$ cat config.mk
export PLATFORM = sky130hd
export DESIGN_NAME = front_coded_word_list_decoder_flat
export DESIGN_NICKNAME = d
export VERILOG_FILES = /design/src/design/fcwl_pkg.sv /design/src/design/fcwl_in_if.sv /design/src/design/fcwl_out_if.sv /design/src/design/fcwl_word_buf.sv /design/src/design/front_coded_word_list_decoder.sv /design/src/flat_wrapper.sv
export VERILOG_INCLUDE_DIRS = /design/src /design/src/design
export SDC_FILE = /design/constraint.sdc
export NUM_CORES = 1
export LEC_CHECK = 0
export ABC_AREA = 0
export BUFFER_PORTS_ARGS = -buffer_cell sky130_fd_sc_hd__clkbuf_2
export CORE_UTILIZATION = 61
export CTS_CLUSTER_DIAMETER = 150
export DETAILED_ROUTE_END_ITERATION = 7
export PLACE_DENSITY_LB_ADDON = 0.25
export SYNTH_ARGS = -nofsm -noshare
export SYNTH_HDL_FRONTEND = slang
export SYNTH_SLANG_ARGS = --single-unit
$ cat constraint.sdc
create_clock -name i_clk -period 5.45 [get_ports i_clk]
set_input_delay 0.8175 -clock i_clk [delete_from_list [all_inputs] [get_ports i_clk]]
set_output_delay 0.8175 -clock i_clk [all_outputs]
set_load 0.02 [all_outputs]
$ cat src/design/assert_macros.svh
// Assertion macros shared by the RTL of the word list decoder.
// Standalone header; no dependencies.
`ifndef ASSERT_MACROS_SVH
`define ASSERT_MACROS_SVH
`ifndef SYNTHESIS
`define FCWL_ASSERT(lbl, clk, rst_n, prop) \
    lbl: assert property (@(posedge clk) disable iff (!(rst_n)) (prop)) \
        else $error("assertion failed");
`define FCWL_NEVER(lbl, clk, rst_n, expr) \
    lbl: assert property (@(posedge clk) disable iff (!(rst_n)) !(expr)) \
        else $error("forbidden condition seen");
`else
`define FCWL_ASSERT(lbl, clk, rst_n, prop)
`define FCWL_NEVER(lbl, clk, rst_n, expr)
`endif
`endif

$ cat src/design/fcwl_pkg.sv
// Types and constants of the front coded word list decoder.
// No dependencies.
package fcwl_pkg;

    localparam int unsigned BYTE_W    = 8;
    localparam int unsigned IDXO_W    = 6;
    localparam int unsigned ID_W      = 12;
    localparam int unsigned HDR_W     = 9;
    localparam int unsigned RES_CNT_W = 7;
    localparam int unsigned MAX_RESULTS = 64;

    localparam logic [HDR_W-1:0] HDR_LEN_F0 = 9'd52;
    localparam logic [HDR_W-1:0] HDR_LEN_F1 = 9'h1FE;
    localparam logic [BYTE_W-1:0] CHAR_MASK = 8'h7F;
    localparam logic [BYTE_W-1:0] NUL_CHAR  = 8'h00;

    localparam int unsigned PADDR_W = 3;
    localparam int unsigned PDATA_W = 32;
    localparam logic        REG_FORMAT = 1'b0;   // paddr[2] of format_select

    typedef enum logic [5:0] {
        PH_HEADER = 6'b000001,
        PH_PREFIX = 6'b000010,
        PH_CHARS  = 6'b000100,
        PH_ID0    = 6'b001000,
        PH_ID1    = 6'b010000,
        PH_ID2    = 6'b100000
    } t_phase;

    typedef enum logic [2:0] {
        EM_IDLE = 3'b001,
        EM_READ = 3'b010,
        EM_LOAD = 3'b100
    } t_emit_state;

endpackage

$ cat src/design/fcwl_in_if.sv
// Byte input channel of the word list decoder.
// Depends on fcwl_pkg.
interface fcwl_in_if;
    import fcwl_pkg::*;
    logic              valid;
    logic              ready;
    logic [BYTE_W-1:0] data_byte;
    logic              resource_start;
    logic              resource_end;

    modport source (output valid, data_byte, resource_start, resource_end, input ready);
    modport sink   (input valid, data_byte, resource_start, resource_end, output ready);
endinterface

$ cat src/design/fcwl_out_if.sv
// Character output channel of the word list decoder.
// Depends on fcwl_pkg.
interface fcwl_out_if;
    import fcwl_pkg::*;
    logic              valid;
    logic              ready;
    logic [BYTE_W-1:0] char_code;
    logic [IDXO_W-1:0] char_index;
    logic [ID_W-1:0]   word_type;
    logic [ID_W-1:0]   word_group;
    logic              word_truncated;
    logic              end_of_word;

    modport source (output valid, char_code, char_index, word_type, word_group,
                    word_truncated, end_of_word, input ready);
    modport sink   (input valid, char_code, char_index, word_type, word_group,
                    word_truncated, end_of_word, output ready);
endinterface

$ cat src/design/fcwl_word_buf.sv
// Word buffer: one-port-write, one-port-read synchronous memory with valid bits.
// Entries never written read as zero. Depends on fcwl_pkg.
module fcwl_word_buf #(
    parameter int unsigned DEPTH  = 64,
    parameter int unsigned ADDR_W = 6
) (
    input  logic                       i_clk,
    input  logic                       i_rst_n,
    input  logic                       i_wr_en,
    input  logic [ADDR_W-1:0]          i_wr_addr,
    input  logic [fcwl_pkg::BYTE_W-1:0] i_wr_data,
    input  logic                       i_rd_en,
    input  logic [ADDR_W-1:0]          i_rd_addr,
    output logic [fcwl_pkg::BYTE_W-1:0] o_rd_data
);
    import fcwl_pkg::*;

    logic [BYTE_W-1:0] r_mem [DEPTH];
    logic [DEPTH-1:0]  r_vld;
    logic [BYTE_W-1:0] r_mem_q;
    logic              r_vld_q;

    always_ff @(posedge i_clk) begin
        if (i_wr_en) begin
            r_mem[i_wr_addr] <= i_wr_data;
        end
        if (i_rd_en) begin
            r_mem_q <= r_mem[i_rd_addr];
        end
    end

    always_ff @(posedge i_clk) begin
        if (!i_rst_n) begin
            r_vld   <= '0;
            r_vld_q <= 1'b0;
        end else begin
            if (i_wr_en) begin
                r_vld[i_wr_addr] <= 1'b1;
            end
            if (i_rd_en) begin
                r_vld_q <= r_vld[i_rd_addr];
            end
        end
    end

    assign o_rd_data = r_vld_q ? r_mem_q : '0;

endmodule

$ cat src/design/front_coded_word_list_decoder.sv
// Top level of the front coded word list decoder: parser, emitter, APB register.
// Depends on fcwl_pkg, fcwl_in_if, fcwl_out_if, fcwl_word_buf, assert_macros.svh.
//
//   channel  dir  handshake        beat
//   i_in     in   valid/ready      one resource byte with start/end marks
//   o_out    out  valid/ready      one word character with type/group
//   apb      in   psel/penable     format_select write/read, pready tied high
//
// A byte is taken whenever the emitter is idle. The third ID byte starts
// a burst of characters (buffer read, then output register load); no byte
// is taken until the last character of the burst is in the output register.
// Reset is synchronous; buffer entries read as zero until written (valid
// bits, no clearing pass). A stalled output only stalls the burst.
module front_coded_word_list_decoder #(
    parameter int unsigned MAX_WORD_LEN = 64
) (
    input  logic                        i_clk,
    input  logic                        i_rst_n,
    input  logic                        psel,
    input  logic                        penable,
    input  logic                        pwrite,
    input  logic [fcwl_pkg::PADDR_W-1:0] paddr,
    input  logic [fcwl_pkg::PDATA_W-1:0] pwdata,
    output logic [fcwl_pkg::PDATA_W-1:0] prdata,
    output logic                        pready,
    fcwl_in_if.sink                     i_in,
    fcwl_out_if.source                  o_out
);
    import fcwl_pkg::*;
    `include "assert_macros.svh"

    localparam int unsigned ADDR_W = (MAX_WORD_LEN > 1) ? $clog2(MAX_WORD_LEN) : 1;
    localparam int unsigned IDX_W  = $clog2(MAX_WORD_LEN + 1);
    localparam int unsigned CMP_W  = IDX_W + BYTE_W;
    localparam int unsigned LEN_W  = (IDX_W > RES_CNT_W) ? IDX_W : RES_CNT_W;

    // configuration
    logic r_fmt;
    assign pready = 1'b1;
    assign prdata = (paddr[2] == REG_FORMAT) ? PDATA_W'(r_fmt) : '0;

    always_ff @(posedge i_clk) begin
        if (!i_rst_n) begin
            r_fmt <= 1'b0;
        end else if (psel && penable && pwrite && (paddr[2] == REG_FORMAT)) begin
            r_fmt <= pwdata[0];
        end
    end

    // parser state
    t_phase            r_phase, n_phase;
    logic [HDR_W-1:0]  r_hc, n_hc;
    logic [IDX_W-1:0]  r_wi, n_wi;
    logic [IDX_W-1:0]  r_wl, n_wl;
    logic              r_of, n_of;
    logic [BYTE_W-1:0] r_id_lo, n_id_lo;
    logic [BYTE_W-1:0] r_id_mid, n_id_mid;

    // emitter state
    t_emit_state          r_em;
    logic [RES_CNT_W-1:0] r_k;
    logic [RES_CNT_W-1:0] r_n;
    logic [ID_W-1:0]      r_type;
    logic [ID_W-1:0]      r_group;
    logic                 r_trunc;

    logic              acc;
    logic [BYTE_W-1:0] b;
    logic [HDR_W-1:0]  hdr_len;
    logic              wr_en;
    logic [IDX_W-1:0]  wr_idx;
    logic [BYTE_W-1:0] wr_data;
    logic              launch;
    logic [LEN_W-1:0]  wl_ext;
    logic [RES_CNT_W-1:0] n_len;
    logic              n_trunc;
    logic [BYTE_W-1:0] rd_data;
    logic              out_load;
    logic              k_last;

    assign acc     = i_in.valid && i_in.ready;
    assign b       = i_in.data_byte;
    assign hdr_len = r_fmt ? HDR_LEN_F1 : HDR_LEN_F0;
    assign i_in.ready = (r_em == EM_IDLE);

    always_comb begin
        t_phase           ph;
        logic [IDX_W-1:0] wi;
        logic             put;
        n_phase  = r_phase;
        n_hc     = r_hc;
        n_wi     = r_wi;
        n_wl     = r_wl;
        n_of     = r_of;
        n_id_lo  = r_id_lo;
        n_id_mid = r_id_mid;
        wr_en    = 1'b0;
        wr_idx   = r_wi;
        wr_data  = b;
        launch   = 1'b0;
        put      = 1'b0;
        ph       = r_phase;
        if (i_in.resource_start) begin
            ph   = PH_HEADER;
            n_hc = '0;
            n_wi = '0;
            n_wl = '0;
            n_of = 1'b0;
        end
        wi = n_wi;
        case (ph)
            PH_HEADER: begin
                if ({1'b0, n_hc} + 10'd1 >= {1'b0, hdr_len}) begin
                    n_hc    = '0;
                    n_phase = PH_PREFIX;
                end else begin
                    n_hc    = n_hc + 1'b1;
                    n_phase = PH_HEADER;
                end
            end
            PH_PREFIX: begin
                if (CMP_W'(b) > CMP_W'(MAX_WORD_LEN)) begin
                    n_wi = IDX_W'(MAX_WORD_LEN);
                    n_of = 1'b1;
                end else begin
                    n_wi = IDX_W'(b);
                    n_of = 1'b0;
                end
                n_phase = PH_CHARS;
            end
            PH_CHARS: begin
                if (!r_fmt) begin
                    put     = 1'b1;
                    wr_data = b & CHAR_MASK;
                end else if (b != NUL_CHAR) begin
                    put = 1'b1;
                end
                if (put) begin
                    if (wi < IDX_W'(MAX_WORD_LEN)) begin
                        wr_en  = acc;
                        wr_idx = wi;
                        wi     = wi + 1'b1;
                    end else begin
                        n_of = 1'b1;
                    end
                end
                n_wi = wi;
                if ((!r_fmt && b[BYTE_W-1]) || (r_fmt && b == NUL_CHAR)) begin
                    n_wl    = wi;
                    n_phase = PH_ID0;
                end else begin
                    n_phase = PH_CHARS;
                end
            end
            PH_ID0: begin
                n_id_lo = b;
                n_phase = PH_ID1;
            end
            PH_ID1: begin
                n_id_mid = b;
                n_phase  = PH_ID2;
            end
            PH_ID2: begin
                launch  = 1'b1;
                n_phase = PH_PREFIX;
            end
            default: begin
                n_phase = PH_HEADER;
            end
        endcase
        if (i_in.resource_end) begin
            n_phase = PH_HEADER;
            n_hc    = '0;
            n_wi    = '0;
        end
    end

    assign wl_ext  = LEN_W'(r_wl);
    assign n_trunc = r_of || (wl_ext > LEN_W'(MAX_RESULTS));
    assign n_len   = (wl_ext > LEN_W'(MAX_RESULTS)) ? RES_CNT_W'(MAX_RESULTS)
                                                    : RES_CNT_W'(wl_ext);

    always_ff @(posedge i_clk) begin
        if (!i_rst_n) begin
            r_phase  <= PH_HEADER;
            r_hc     <= '0;
            r_wi     <= '0;
            r_wl     <= '0;
            r_of     <= 1'b0;
            r_id_lo  <= '0;
            r_id_mid <= '0;
        end else if (acc) begin
            r_phase  <= n_phase;
            r_hc     <= n_hc;
            r_wi     <= n_wi;
            r_wl     <= n_wl;
            r_of     <= n_of;
            r_id_lo  <= n_id_lo;
            r_id_mid <= n_id_mid;
        end
    end

    fcwl_word_buf #(
        .DEPTH  (MAX_WORD_LEN),
        .ADDR_W (ADDR_W)
    ) u_buf (
        .i_clk     (i_clk),
        .i_rst_n   (i_rst_n),
        .i_wr_en   (wr_en),
        .i_wr_addr (ADDR_W'(wr_idx)),
        .i_wr_data (wr_data),
        .i_rd_en   (r_em == EM_READ),
        .i_rd_addr (ADDR_W'(r_k)),
        .o_rd_data (rd_data)
    );

    // emitter
    assign out_load = (r_em == EM_LOAD) && (!o_out.valid || o_out.ready);
    assign k_last   = (r_k + 1'b1) == r_n;

    always_ff @(posedge i_clk) begin
        if (!i_rst_n) begin
            r_em <= EM_IDLE;
            r_k  <= '0;
        end else begin
            case (r_em)
                EM_IDLE: begin
                    if (acc && launch && n_len != '0) begin
                        r_em <= EM_READ;
                        r_k  <= '0;
                    end
                end
                EM_READ: begin
                    r_em <= EM_LOAD;
                end
                EM_LOAD: begin
                    if (out_load) begin
                        r_k  <= r_k + 1'b1;
                        r_em <= k_last ? EM_IDLE : EM_READ;
                    end
                end
                default: begin
                    r_em <= EM_IDLE;
                end
            endcase
        end
    end

    always_ff @(posedge i_clk) begin
        if (acc && launch) begin
            r_n     <= n_len;
            r_trunc <= n_trunc;
            r_type  <= {r_id_mid[7:4], r_id_lo};
            r_group <= {r_id_mid[3:0], b};
        end
    end

    logic r_out_valid;
    logic [BYTE_W-1:0] r_out_char;
    logic [IDXO_W-1:0] r_out_idx;
    logic [ID_W-1:0]   r_out_type;
    logic [ID_W-1:0]   r_out_group;
    logic              r_out_trunc;
    logic              r_out_eow;

    always_ff @(posedge i_clk) begin
        if (!i_rst_n) begin
            r_out_valid <= 1'b0;
        end else if (out_load) begin
            r_out_valid <= 1'b1;
        end else if (o_out.ready) begin
            r_out_valid <= 1'b0;
        end
    end

    always_ff @(posedge i_clk) begin
        if (out_load) begin
            r_out_char  <= rd_data;
            r_out_idx   <= r_k[IDXO_W-1:0];
            r_out_type  <= r_type;
            r_out_group <= r_group;
            r_out_trunc <= r_trunc;
            r_out_eow   <= k_last;
        end
    end

    assign o_out.valid          = r_out_valid;
    assign o_out.char_code      = r_out_char;
    assign o_out.char_index     = r_out_idx;
    assign o_out.word_type      = r_out_type;
    assign o_out.word_group     = r_out_group;
    assign o_out.word_truncated = r_out_trunc;
    assign o_out.end_of_word    = r_out_eow;

    `FCWL_ASSERT(a_k_in_range, i_clk, i_rst_n, (r_em != EM_IDLE) |-> (r_k < r_n))
    `FCWL_ASSERT(a_out_hold, i_clk, i_rst_n, (o_out.valid && !o_out.ready) |=> o_out.valid)
    `FCWL_NEVER(a_wi_bound, i_clk, i_rst_n, r_wi > IDX_W'(MAX_WORD_LEN))
    `FCWL_ASSERT(a_end_hdr, i_clk, i_rst_n, (acc && i_in.resource_end) |=> (r_phase == PH_HEADER))

endmodule
$ cat src/flat_wrapper.sv
// flat-port wrapper written by rule: the top's interface ports become plain ports
module front_coded_word_list_decoder_flat import fcwl_pkg::*;
#(
    parameter int unsigned MAX_WORD_LEN = 64
)
  (i_clk, i_rst_n, psel, penable, pwrite, paddr, pwdata, prdata, pready, i_in_valid, i_in_data_byte, i_in_resource_start, i_in_resource_end, i_in_ready, o_out_valid, o_out_char_code, o_out_char_index, o_out_word_type, o_out_word_group, o_out_word_truncated, o_out_end_of_word, o_out_ready);
  fcwl_in_if i_in_i ();
  fcwl_out_if o_out_i ();
  input  logic i_clk;
  input  logic i_rst_n;
  input  logic psel;
  input  logic penable;
  input  logic pwrite;
  input  logic [fcwl_pkg::PADDR_W-1:0] paddr;
  input  logic [fcwl_pkg::PDATA_W-1:0] pwdata;
  output logic [fcwl_pkg::PDATA_W-1:0] prdata;
  output logic pready;
  input wire logic [$bits(i_in_i.valid)-1:0] i_in_valid;
  input wire logic [$bits(i_in_i.data_byte)-1:0] i_in_data_byte;
  input wire logic [$bits(i_in_i.resource_start)-1:0] i_in_resource_start;
  input wire logic [$bits(i_in_i.resource_end)-1:0] i_in_resource_end;
  output wire logic [$bits(i_in_i.ready)-1:0] i_in_ready;
  output wire logic [$bits(o_out_i.valid)-1:0] o_out_valid;
  output wire logic [$bits(o_out_i.char_code)-1:0] o_out_char_code;
  output wire logic [$bits(o_out_i.char_index)-1:0] o_out_char_index;
  output wire logic [$bits(o_out_i.word_type)-1:0] o_out_word_type;
  output wire logic [$bits(o_out_i.word_group)-1:0] o_out_word_group;
  output wire logic [$bits(o_out_i.word_truncated)-1:0] o_out_word_truncated;
  output wire logic [$bits(o_out_i.end_of_word)-1:0] o_out_end_of_word;
  input wire logic [$bits(o_out_i.ready)-1:0] o_out_ready;
  assign i_in_i.valid = i_in_valid;
  assign i_in_i.data_byte = i_in_data_byte;
  assign i_in_i.resource_start = i_in_resource_start;
  assign i_in_i.resource_end = i_in_resource_end;
  assign i_in_ready = i_in_i.ready;
  assign o_out_valid = o_out_i.valid;
  assign o_out_char_code = o_out_i.char_code;
  assign o_out_char_index = o_out_i.char_index;
  assign o_out_word_type = o_out_i.word_type;
  assign o_out_word_group = o_out_i.word_group;
  assign o_out_word_truncated = o_out_i.word_truncated;
  assign o_out_end_of_word = o_out_i.end_of_word;
  assign o_out_i.ready = o_out_ready;
  front_coded_word_list_decoder #(.MAX_WORD_LEN(MAX_WORD_LEN)) u_core (.i_clk(i_clk), .i_rst_n(i_rst_n), .psel(psel), .penable(penable), .pwrite(pwrite), .paddr(paddr), .pwdata(pwdata), .prdata(prdata), .pready(pready), .i_in(i_in_i), .o_out(o_out_i));
endmodule
==> Word level (Yosys, flattened, before mapping) <==
Memory sizes are Yosys's and may differ from the RTL's. A register that Yosys moved wholly into a read port is not among the register bits.
Cells that the tools add are included.
W data, S select, Z words.
{ "classes": {"addsub": 4, "n_lt_le_gt_ge": 7, "n_eq_ne": 12, "n_mux": 53, "n_bitwise": 2, "reduce_logical": 24} }
{ "ops": {"columns": ["op", "count"], "rows": [
  ["$mux W7", 11],
  ["$or A64 B64 Y64", 1],
  ["$mux W9", 5],
  ["$pmux W6 S6", 1],
  ["$mux W6", 5],
  ["$pmux W7 S2", 2],
  ["$mux W1", 18],
  ["$mux W8", 2],
  ["$add A7 B1 Y7 const B", 2],
  ["$lt A6 B7 Y1 const B", 2],
  ["$add A9 B1 Y10 const B", 1],
  ["$ge A10 B9 Y1", 1],
  ["$logic_and A1 B1 Y1", 10],
  ["$add A9 B1 Y9 const B", 1],
  ["$pmux W3 S3", 1],
  ["$gt A8 B7 Y1 const B", 1],
  ["$logic_not A8 Y1", 1],
  ["$reduce_bool A8 Y1", 1],
  ["$eq A7 B7 Y1", 1],
  ["$gt A7 B7 Y1 const B", 1],
  ["$lt A7 B7 Y1 const B", 1],
  ["$reduce_bool A7 Y1", 1],
  ["$bmux W1 S6", 1],
  ["$demux W1 S6", 1],
  ["other kinds (22)", 30]
]} }
{ "totals": {"regBits": 195, "ramBits": 512, "input_bits": 52, "out_inout_bits": 75, "word_cells": 126, "n_memories": 1} }
{ "memory_table": {"columns": ["name", "depth", "word_bits", "read_ports", "rd_ports_with_merged_regs", "write_ports", "line_no", "text"], "rows": [
  ["u_core.u_buf.r_mem", 64, 8, 1, 1, 1, "fcwl_word_buf.sv:18", "logic [BYTE_W-1:0] r_mem [DEPTH];"]
]} }

==> Logic depth before layout (Yosys ltp) <==
Gate-level depths: netlist of the first run.
{ "depth": {"ltp_word": 11, "mapped_depth": 14, "depth_no_buf": 12} }

==> Cells and area by module <==
A second synthesis of the first run with hierarchy kept.
{ "unflattened": {"cells_unflattened": 1545, "area_unflattened_um2": 28249.6} }
{ "modules_own_cells": {"columns": ["module", "n_inst", "cells_each", "area_per_inst_um2", "seq_area_each_um2"], "rows": [
  ["fcwl_word_buf", 1, 1036, 22474.1, 16916.2],
  ["front_coded_word_list_decoder", 1, 509, 5775.5, 3323.2]
]} }

==> Least setup slack after synthesis of the first run <==
OpenSTA, ideal clock, no wires.
{ "synth_timing": {"kind": "in2reg", "from": "input i_in_resource_start", "to": "memory u_core.u_buf.r_mem[0][7] (data pin)", "setup_time_ns": 0.724, "arrival_time_ns": 3.862, "t_required_ns": 4.726, "setup_slack_ns": 0.865, "stages": 4, "path_buffers": 1, "path_cell_list": "nor4_4 and4b_1 buf_2 a21boi_0"} }
{ "synth_between": {"elab_chain_cells": 3} }
{ "synth_rtl": {"columns": ["item", "line_no", "text"], "rows": [
  ["start, declared", "flat_wrapper.sv:20", "input wire logic [$bits(i_in_i.resource_start)-1:0] i_in_resource_start;"],
  ["$mux W6", "front_coded_word_list_decoder.sv:103", "if (i_in.resource_start) begin"],
  ["$eq A6 B3 Y1", "front_coded_word_list_decoder.sv:111", "case (ph)"],
  ["$mux W8", "front_coded_word_list_decoder.sv:111", null],
  ["via u_core.u_buf.i_wr_data, one bit", "fcwl_word_buf.sv:11", "input logic [fcwl_pkg::BYTE_W-1:0] i_wr_data,"],
  ["end, declared", "fcwl_word_buf.sv:18", null]
]} }
The timed path passes the listed nets, and every way through them passes these cells.

==> Worst setup path after layout of the first run <==
{ "layout_timing": {"from": "input i_in_resource_start", "to": "memory u_core.u_buf.r_mem[35][3] (enable)"} }
{ "layout_between": {"elab_chain_cells": 7, "elab_cells_between_ends": 12, "cone_classes": "order compare: 1; eq/ne: 1; mux: 10"} }
{ "layout_rtl": {"columns": ["item", "line_no", "text"], "rows": [
  ["$mux W7", "front_coded_word_list_decoder.sv:103", null],
  ["$lt A7 B7 Y1", "front_coded_word_list_decoder.sv:139", "if (wi < IDX_W'(MAX_WORD_LEN)) begin"],
  ["$mux W1", "front_coded_word_list_decoder.sv:139", null],
  ["$mux W1", "front_coded_word_list_decoder.sv:138", "if (put) begin"],
  ["$mux W1", "front_coded_word_list_decoder.sv:111", null],
  ["$mux W1", "fcwl_word_buf.sv:24", "if (i_wr_en) begin"],
  ["$mux W1 (not written as such)", "fcwl_word_buf.sv:25", "r_mem[i_wr_addr] <= i_wr_data;"]
]} }
Parallel ways exist; a longest one is shown, timed or not.

==> run_results.csv, run 1 <==
group,metric,value,unit
yosys,synth_ff_type,"edfxtp_1",
clocking,cts-hold-fix-buffers,0,
yosys,synth_mux_area_share,15.6,%
yosys,ys_async_sr_fraction,0,%
yosys,ys_warn_count,0,
critical_path,critPathMaxFanout,26,
placed_design,gp_congestion,0.853,
critical_path,start_kind,"input pin",
yosys,synth_fa_ha_area_share,0.356,%
sta,fin_crit,3.85,ns
yosys,synth-edff-count,592,
die,dieArea,0.0470,mm^2
global_route,grt-ovfl-total,0,
die,io_pins,127,
sta,finalHoldViolCount,0,
clocking,cts_buffer_depth,3,
yosys,synthCells,1535,
drt,postRouteAntennaNets,0,
die,die-height,217,um
drt,drcViolationCount,0,
status,outcome,"finished, final reports clean",
pwr,power_leakage,0.00999,uW
critical_path,worstSetupPathType,"input pin to flop",
drt,routed_via_density,6.48,
pwr,peakVddDrop,0.235,mV
drt,dr.pass1.iters,5,
critical_path,endpoint_kind,"flop",
clocking,clkLatencyLatePin,0.59,ns
sta,tightest_slew,1.24,ns
sta,timing.fmax,0.260,GHz
sta,slew_headroom,17.1,%
drt,drt_wl_total,61800,um
critical_path,crit_arrival,4.05,ns
pwr,clockPowerShare,44.0,%
clocking,root_buffer,"clkbuf_16",
sta,finalClockSkew,0.0180,ns
global_route,grt.total_usage,27.0,%
clocking,cts_tree,"done",
yosys,yosys.area_share.simple,4.89,%
placed_design,portBuffers,61,
sta,drv_slew,0,
yosys,synthDistinctLibCells,73,
yosys,synth_xor_area_share,0.671,%
sta,rsz0062_at_grt,"false",
sta,tns,0,ns
clocking,cts_buffers,70,
pwr,power.share.combinational,1.3,%
clocking,postCtsSetupBuffers,0,
sta,final-setup-viol-count,0,
clocking,cts.repair.resized,0,
pwr,switchingPower,2100,uW
die,core,0.0455,mm^2
die,start_util,61.9,%
global_route,grt_max_degree,73,
pwr,seqPwrFrac,54.6,%
cells_and_area,nets,1677,
placed_design,hpwl,35800,um
yosys,synth_area,0.0281,mm^2
cells_and_area,drive_gt1_share,23.0,%
placed_design,post-place-ws,1.13,ns
pwr,p_total,10800,uW
drt,vias,14700,
clocking,htreeDepth,3,
job,cap_violations,0,
pwr,p_int,8700,uW
yosys,syn_avg_cell_area,18.3,um^2
drt,drt-wirelength-per-cell,27.2,um
yosys,ys_ff_latch,715,
sta,setup_slack,1.60,ns
global_route,antenna_found_initial,1,
die,rows,78,
pwr,switching_share,19.4,%
yosys,synth_compound_area_share,4.29,%
die,die_w,217,um
clocking,clock_sinks,715,
sta,min_period_over_period,70.6,%
yosys,ys_seq_area_share,71.9,%
drt,first_iter_violations,1565,
critical_path,required,5.65,ns
worst_hold_path,worstHoldPathType,"flop to flop",
pwr,power_density,346,mW/mm^2
global_route,grt_first_pass_wirelength,92000,um
cells_and_area,area_delta_synth_final,10.9,%
yosys,synth_top_family_by_area,"multiplexers",
global_route,grt_pass1_vias,14600,
clocking,path_clk_slew,0.06,ns
[Yosys cell counts (all sizes together), types with 23 or more instances]
master / number / area share, %
buf: 62 / 1.5
dfxtp: 123 / 8.7
mux2i: 25 / 0.89
nand2: 52 / 0.69
mux4: 179 / 14
edfxtp: 592 / 63
a21oi: 31 / 0.55
nor2: 128 / 1.7
clkbuf: 46 / 0.62
o21a: 65 / 1.7
o21ai: 23 / 0.41
[metal layers]
| layer | GRT usage (%) | share of wire [%] |
|---|---|---|
| met5 | 0 | 0 |
| met2 | 43.3 | 49 |
| met4 | 8.71 | 2.4 |
| met1 | 39.1 | 41 |
| met3 | 3.63 | 7.1 |
[placed cells by master, fill, tap and decap left out, drive strengths merged, types with 10 or more instances in the layout]
cell type | synthesis | routed
dfxtp | 123 | 123
conb | 2 | 32
nand3 | 21 | 21
a21oi | 31 | 31
nor2b | 21 | 21
buf | 62 | 27
o21ai | 23 | 23
edfxtp | 592 | 592
nor2 | 128 | 128
clkinv | 2 | 18
mux4 | 179 | 179
and2 | 11 | 11
clkbuf | 46 | 159
xor2 | 10 | 10
o21a | 65 | 65
inv | 9 | 15
nand2 | 52 | 52
mux2i | 25 | 25
[stage by stage]
step | hold WS [ns] | cell area, um^2 | cells | utilization [%]
after global placement | 0.402 | 29000 | 2145 | 63.7
after CTS | 0.414 | 31200 | 2270 | 68.7
after detailed placement | 0.405 | 29000 | 2145 | 63.7
after floorplan | 0.400 | 28300 | 1565 | -
final | 0.413 | 31200 | 2271 | 68.7
after global routing | 0.422 | 31200 | 2270 | 68.7
[sequential cells by signal, summed over array words and instances, names as in the netlist, 3 cells and up]
name                     count
u_core.r_group              12
u_core.u_buf.r_mem_q         8
u_core.r_phase               6
u_core.u_buf.r_mem         512
u_core.r_id_mid              8
u_core.r_n                   7
u_core.r_id_lo               8
u_core.o_out.word_type      12
u_core.r_em                  3
u_core.o_out.word_group     12
u_core.r_hc                  9
u_core.u_buf.r_vld          64
u_core.r_wl                  7
u_core.r_wi                  7
u_core.o_out.char_index      6
u_core.o_out.char_code       8
u_core.r_k                   7
u_core.r_type               12
[logic make-up after synthesis]
kind of cell	count (synthesis)
AO/OA/AOI/OAI	173
XOR/XNOR	20
adder cells (fa/ha/maj)	8
buffers and inverters	119
flip-flops	715
multiplexers	213
other	2
AND/OR/NAND/NOR	285
[worst max-delay path, stage by stage]
cell      delay [ns]
clkbuf_2        0.34
nor4_4          0.38
and4b_1         0.57
and4b_1         0.33
nand3_1         0.61
nor2_1          0.99
[power groups by stage]
stage / sequential [uW] / combinational [uW] / clock (uW)
2_1_floorplan: 6020 / 69.3 / 0
3_3_place_gp: 6010 / 137 / 0
3_5_place_dp: 6010 / 144 / 0
4_1_cts: 5900 / 144 / 4790
5_1_grt: 5890 / 154 / 5000
6_report: 5900 / 145 / 4750
[final timing paths]
kind	start	end	slack [ns]	cells past startpoint
max	i_in_resource_start	u_core.u_buf.r_mem[35][3]	1.60	6
min reg2reg	u_core.r_group[7]	u_core.o_out.word_group[7]	0.41	0
min	u_core.r_group[7]	u_core.o_out.word_group[7]	0.41	0
max reg2reg	u_core.r_phase[5]	u_core.u_buf.r_mem[35][3]	1.74	5
[layout make-up]
cell class	count	area [um^2]
Clock inverter	27	272
Sequential cell	715	20200
Antenna cell	1	2.50
Timing Repair Buffer	88	533
Multi-Input combinational cell	731	7400
Inverter	11	41.3
Tap cell	600	751
Fill cell	2873	14200
Clock buffer	98	1980
Power figures use the tool's default switching activity.
==> run 2, diff against run 1 <==
==> constraint.sdc (replaced) <==
create_clock -name i_clk -period 3.86 [get_ports i_clk]
set_input_delay 0.579 -clock i_clk [delete_from_list [all_inputs] [get_ports i_clk]]
set_output_delay 0.579 -clock i_clk [all_outputs]
set_load 0.02 [all_outputs]
==> run_results.csv, run 2 (synthesis gave the netlist of run 1 again) <==
group,metric,value,unit
status,outcome,"finished, final reports clean",
sta,min_period_over_period,82.5,%
global_route,grt_first_pass_wirelength,94200,um
critical_path,worstPathCellList,"nand4_1 > nor4b_1 > xor2_1 > ha_1 > a21oi_1 > nor2b_1 > a311o_1 > a311oi_1 > buf_4 > nor2b_1 > a22o_1",
drt,drt-wirelength-per-cell,27.0,um
placed_design,gp_congestion,0.857,
worst_hold_path,hold_start,"pwdata[0]",
placed_design,dpl.cell_count,2223,
cells_and_area,regMostFlops,"u_core.u_buf.r_mem",
drt,vias,15000,
sta,tightest_slew,1.16,ns
cells_and_area,layout.cells.non_filler,2347,
pwr,power_density,480,mW/mm^2
die,die-height,217,um
cells_and_area,area_delta_synth_final,13.2,%
drt,drt_wl_total,63400,um
cells_and_area,largest_reg_flops,512,
die,dieArea,0.0470,mm^2
sta,fin_crit,3.18,ns
drt,dr.pass1.iters,5,
drt,first_iter_violations,1855,
sta,drv_slew,0,
cells_and_area,final_common_cell,"edfxtp_1",
clocking,cts.repair.resized,0,
critical_path,crit_top_cell,"nor2b_1",
die,core,0.0455,mm^2
cells_and_area,drive_gt1_share,26.4,%
global_route,grt_max_degree,102,
sta,slew_headroom,22.6,%
critical_path,critPathMaxFanout,6,
critical_path,cp-startpoint,"u_core.r_hc[2]",
die,die_w,217,um
drt,routed_via_density,6.41,
sta,tns,0,ns
clocking,postCtsSetupBuffers,0,
drt,postRouteAntennaNets,0,
global_route,grt_pass1_vias,14800,
cells_and_area,nets,1754,
clocking,root_buffer,"clkbuf_16",
cells_and_area,reg_top3,"u_core.u_buf.r_mem x512, u_core.u_buf.r_vld x64",
die,rows,78,
critical_path,cpMaxStageDelayCell,"nor4b_1",
critical_path,crit_arrival,3.71,ns
clocking,htreeDepth,3,
critical_path,worstSetupPathType,"flop to flop",
global_route,grt-ovfl-total,0,
sta,finalClockSkew,0.0310,ns
die,start_util,61.9,%
global_route,grt.total_usage,27.9,%
critical_path,required,4.39,ns
clocking,clock_sinks,715,
critical_path,cpPeakStageDelay,0.54,ns
pwr,power_leakage,0.0104,uW
clocking,cts_tree,"done",
global_route,antenna_found_initial,2,
cells_and_area,diodes,0,
critical_path,r2r-start,"u_core.r_hc[2]",
clocking,clkLatencyLatePin,0.61,ns
pwr,peakVddDrop,0.394,mV
sta,timing.fmax,0.314,GHz
critical_path,endpoint_kind,"flop",
job,cap_violations,0,
clocking,cts_buffer_depth,3,
clocking,cts-hold-fix-buffers,0,
die,io_pins,127,
critical_path,start_kind,"flop",
sta,final-setup-viol-count,0,
clocking,cts_buffers,69,
sta,finalHoldViolCount,0,
drt,drcViolationCount,0,
worst_hold_path,worstHoldPathType,"input pin to flop",
placed_design,portBuffers,61,
clocking,path_clk_slew,0.06,ns
cells_and_area,layout_common_cells,"edfxtp_1, mux4_2, nor2_1",
sta,rsz0062_at_grt,"false",
placed_design,hpwl,36700,um
run 2: cell types whose count changed in the layout (fill, tap and decap cells not counted), moves of 3 or more:
cell	previous run	this run
buf_4	25	99
bufinv_16	5	8
buf_12	2	6
clkbuf_8	6	0
clkinv_2	9	13
clkinvlp_4	0	3
inv_6	4	0
run 2: final timing paths:
| kind | end | slack, ns | cells after the start |
|---|---|---|---|
| worst max-delay path | u_core.r_hc[6] | 0.68 | 11 |
| worst min-delay path | u_core.r_fmt | 0.22 | 3 |
| worst max register to register | u_core.r_hc[6] | 0.68 | 11 |
| worst min register to register | u_core.o_out.word_group[10] | 0.41 | 0 |
run 2: layout make-up:
| cell class | count | area (um^2) |
|---|---|---|
| Sequential cell | 715 | 20200 |
| Fill cell | 2796 | 13600 |
| Multi-Input combinational cell | 731 | 7400 |
| Clock buffer | 91 | 1890 |
| Timing Repair Buffer | 166 | 1170 |
| Tap cell | 600 | 751 |
| Clock inverter | 33 | 362 |
| Inverter | 11 | 41.3 |
run 2: per-stage QoR:
step	cell area, um^2	util [%]	hold slack, ns	total power (uW)	setup WS (ns)
floorplan	28300	-	0.400	8590	0.0630
global placement	29600	65.1	0.400	8690	0.482
detailed placement	29600	65.1	0.405	8700	0.423
CTS	31900	70.1	0.205	15400	0.691
global route	31900	70.1	0.277	15700	0.387
finish	31900	70.1	0.220	15300	0.677
run 2: layer usage:
metal	vias up	track usage (%)	routed length (um)
met5	-	0	0
met4	0	8.85	1620
met3	108	6.69	6050
met2	725	44.7	31000
met1	7786	38.3	24700
li1	6416	-	-
run 2: worst max-delay path, delay by kind of cell, from the launching register on:
kind	cells	cell delay, ns
flops	1	0.44
xor+xnor	1	0.25
fa+ha+maj	1	0.28
compound gates	4	0.93
simple gates	4	1.03
buf+inv	1	0.18
run 2: where the power goes:
group	internal, uW	switching, uW
sequential	8330	1.04
clock	3990	2770
combinational	26.7	186
total	12300	2960
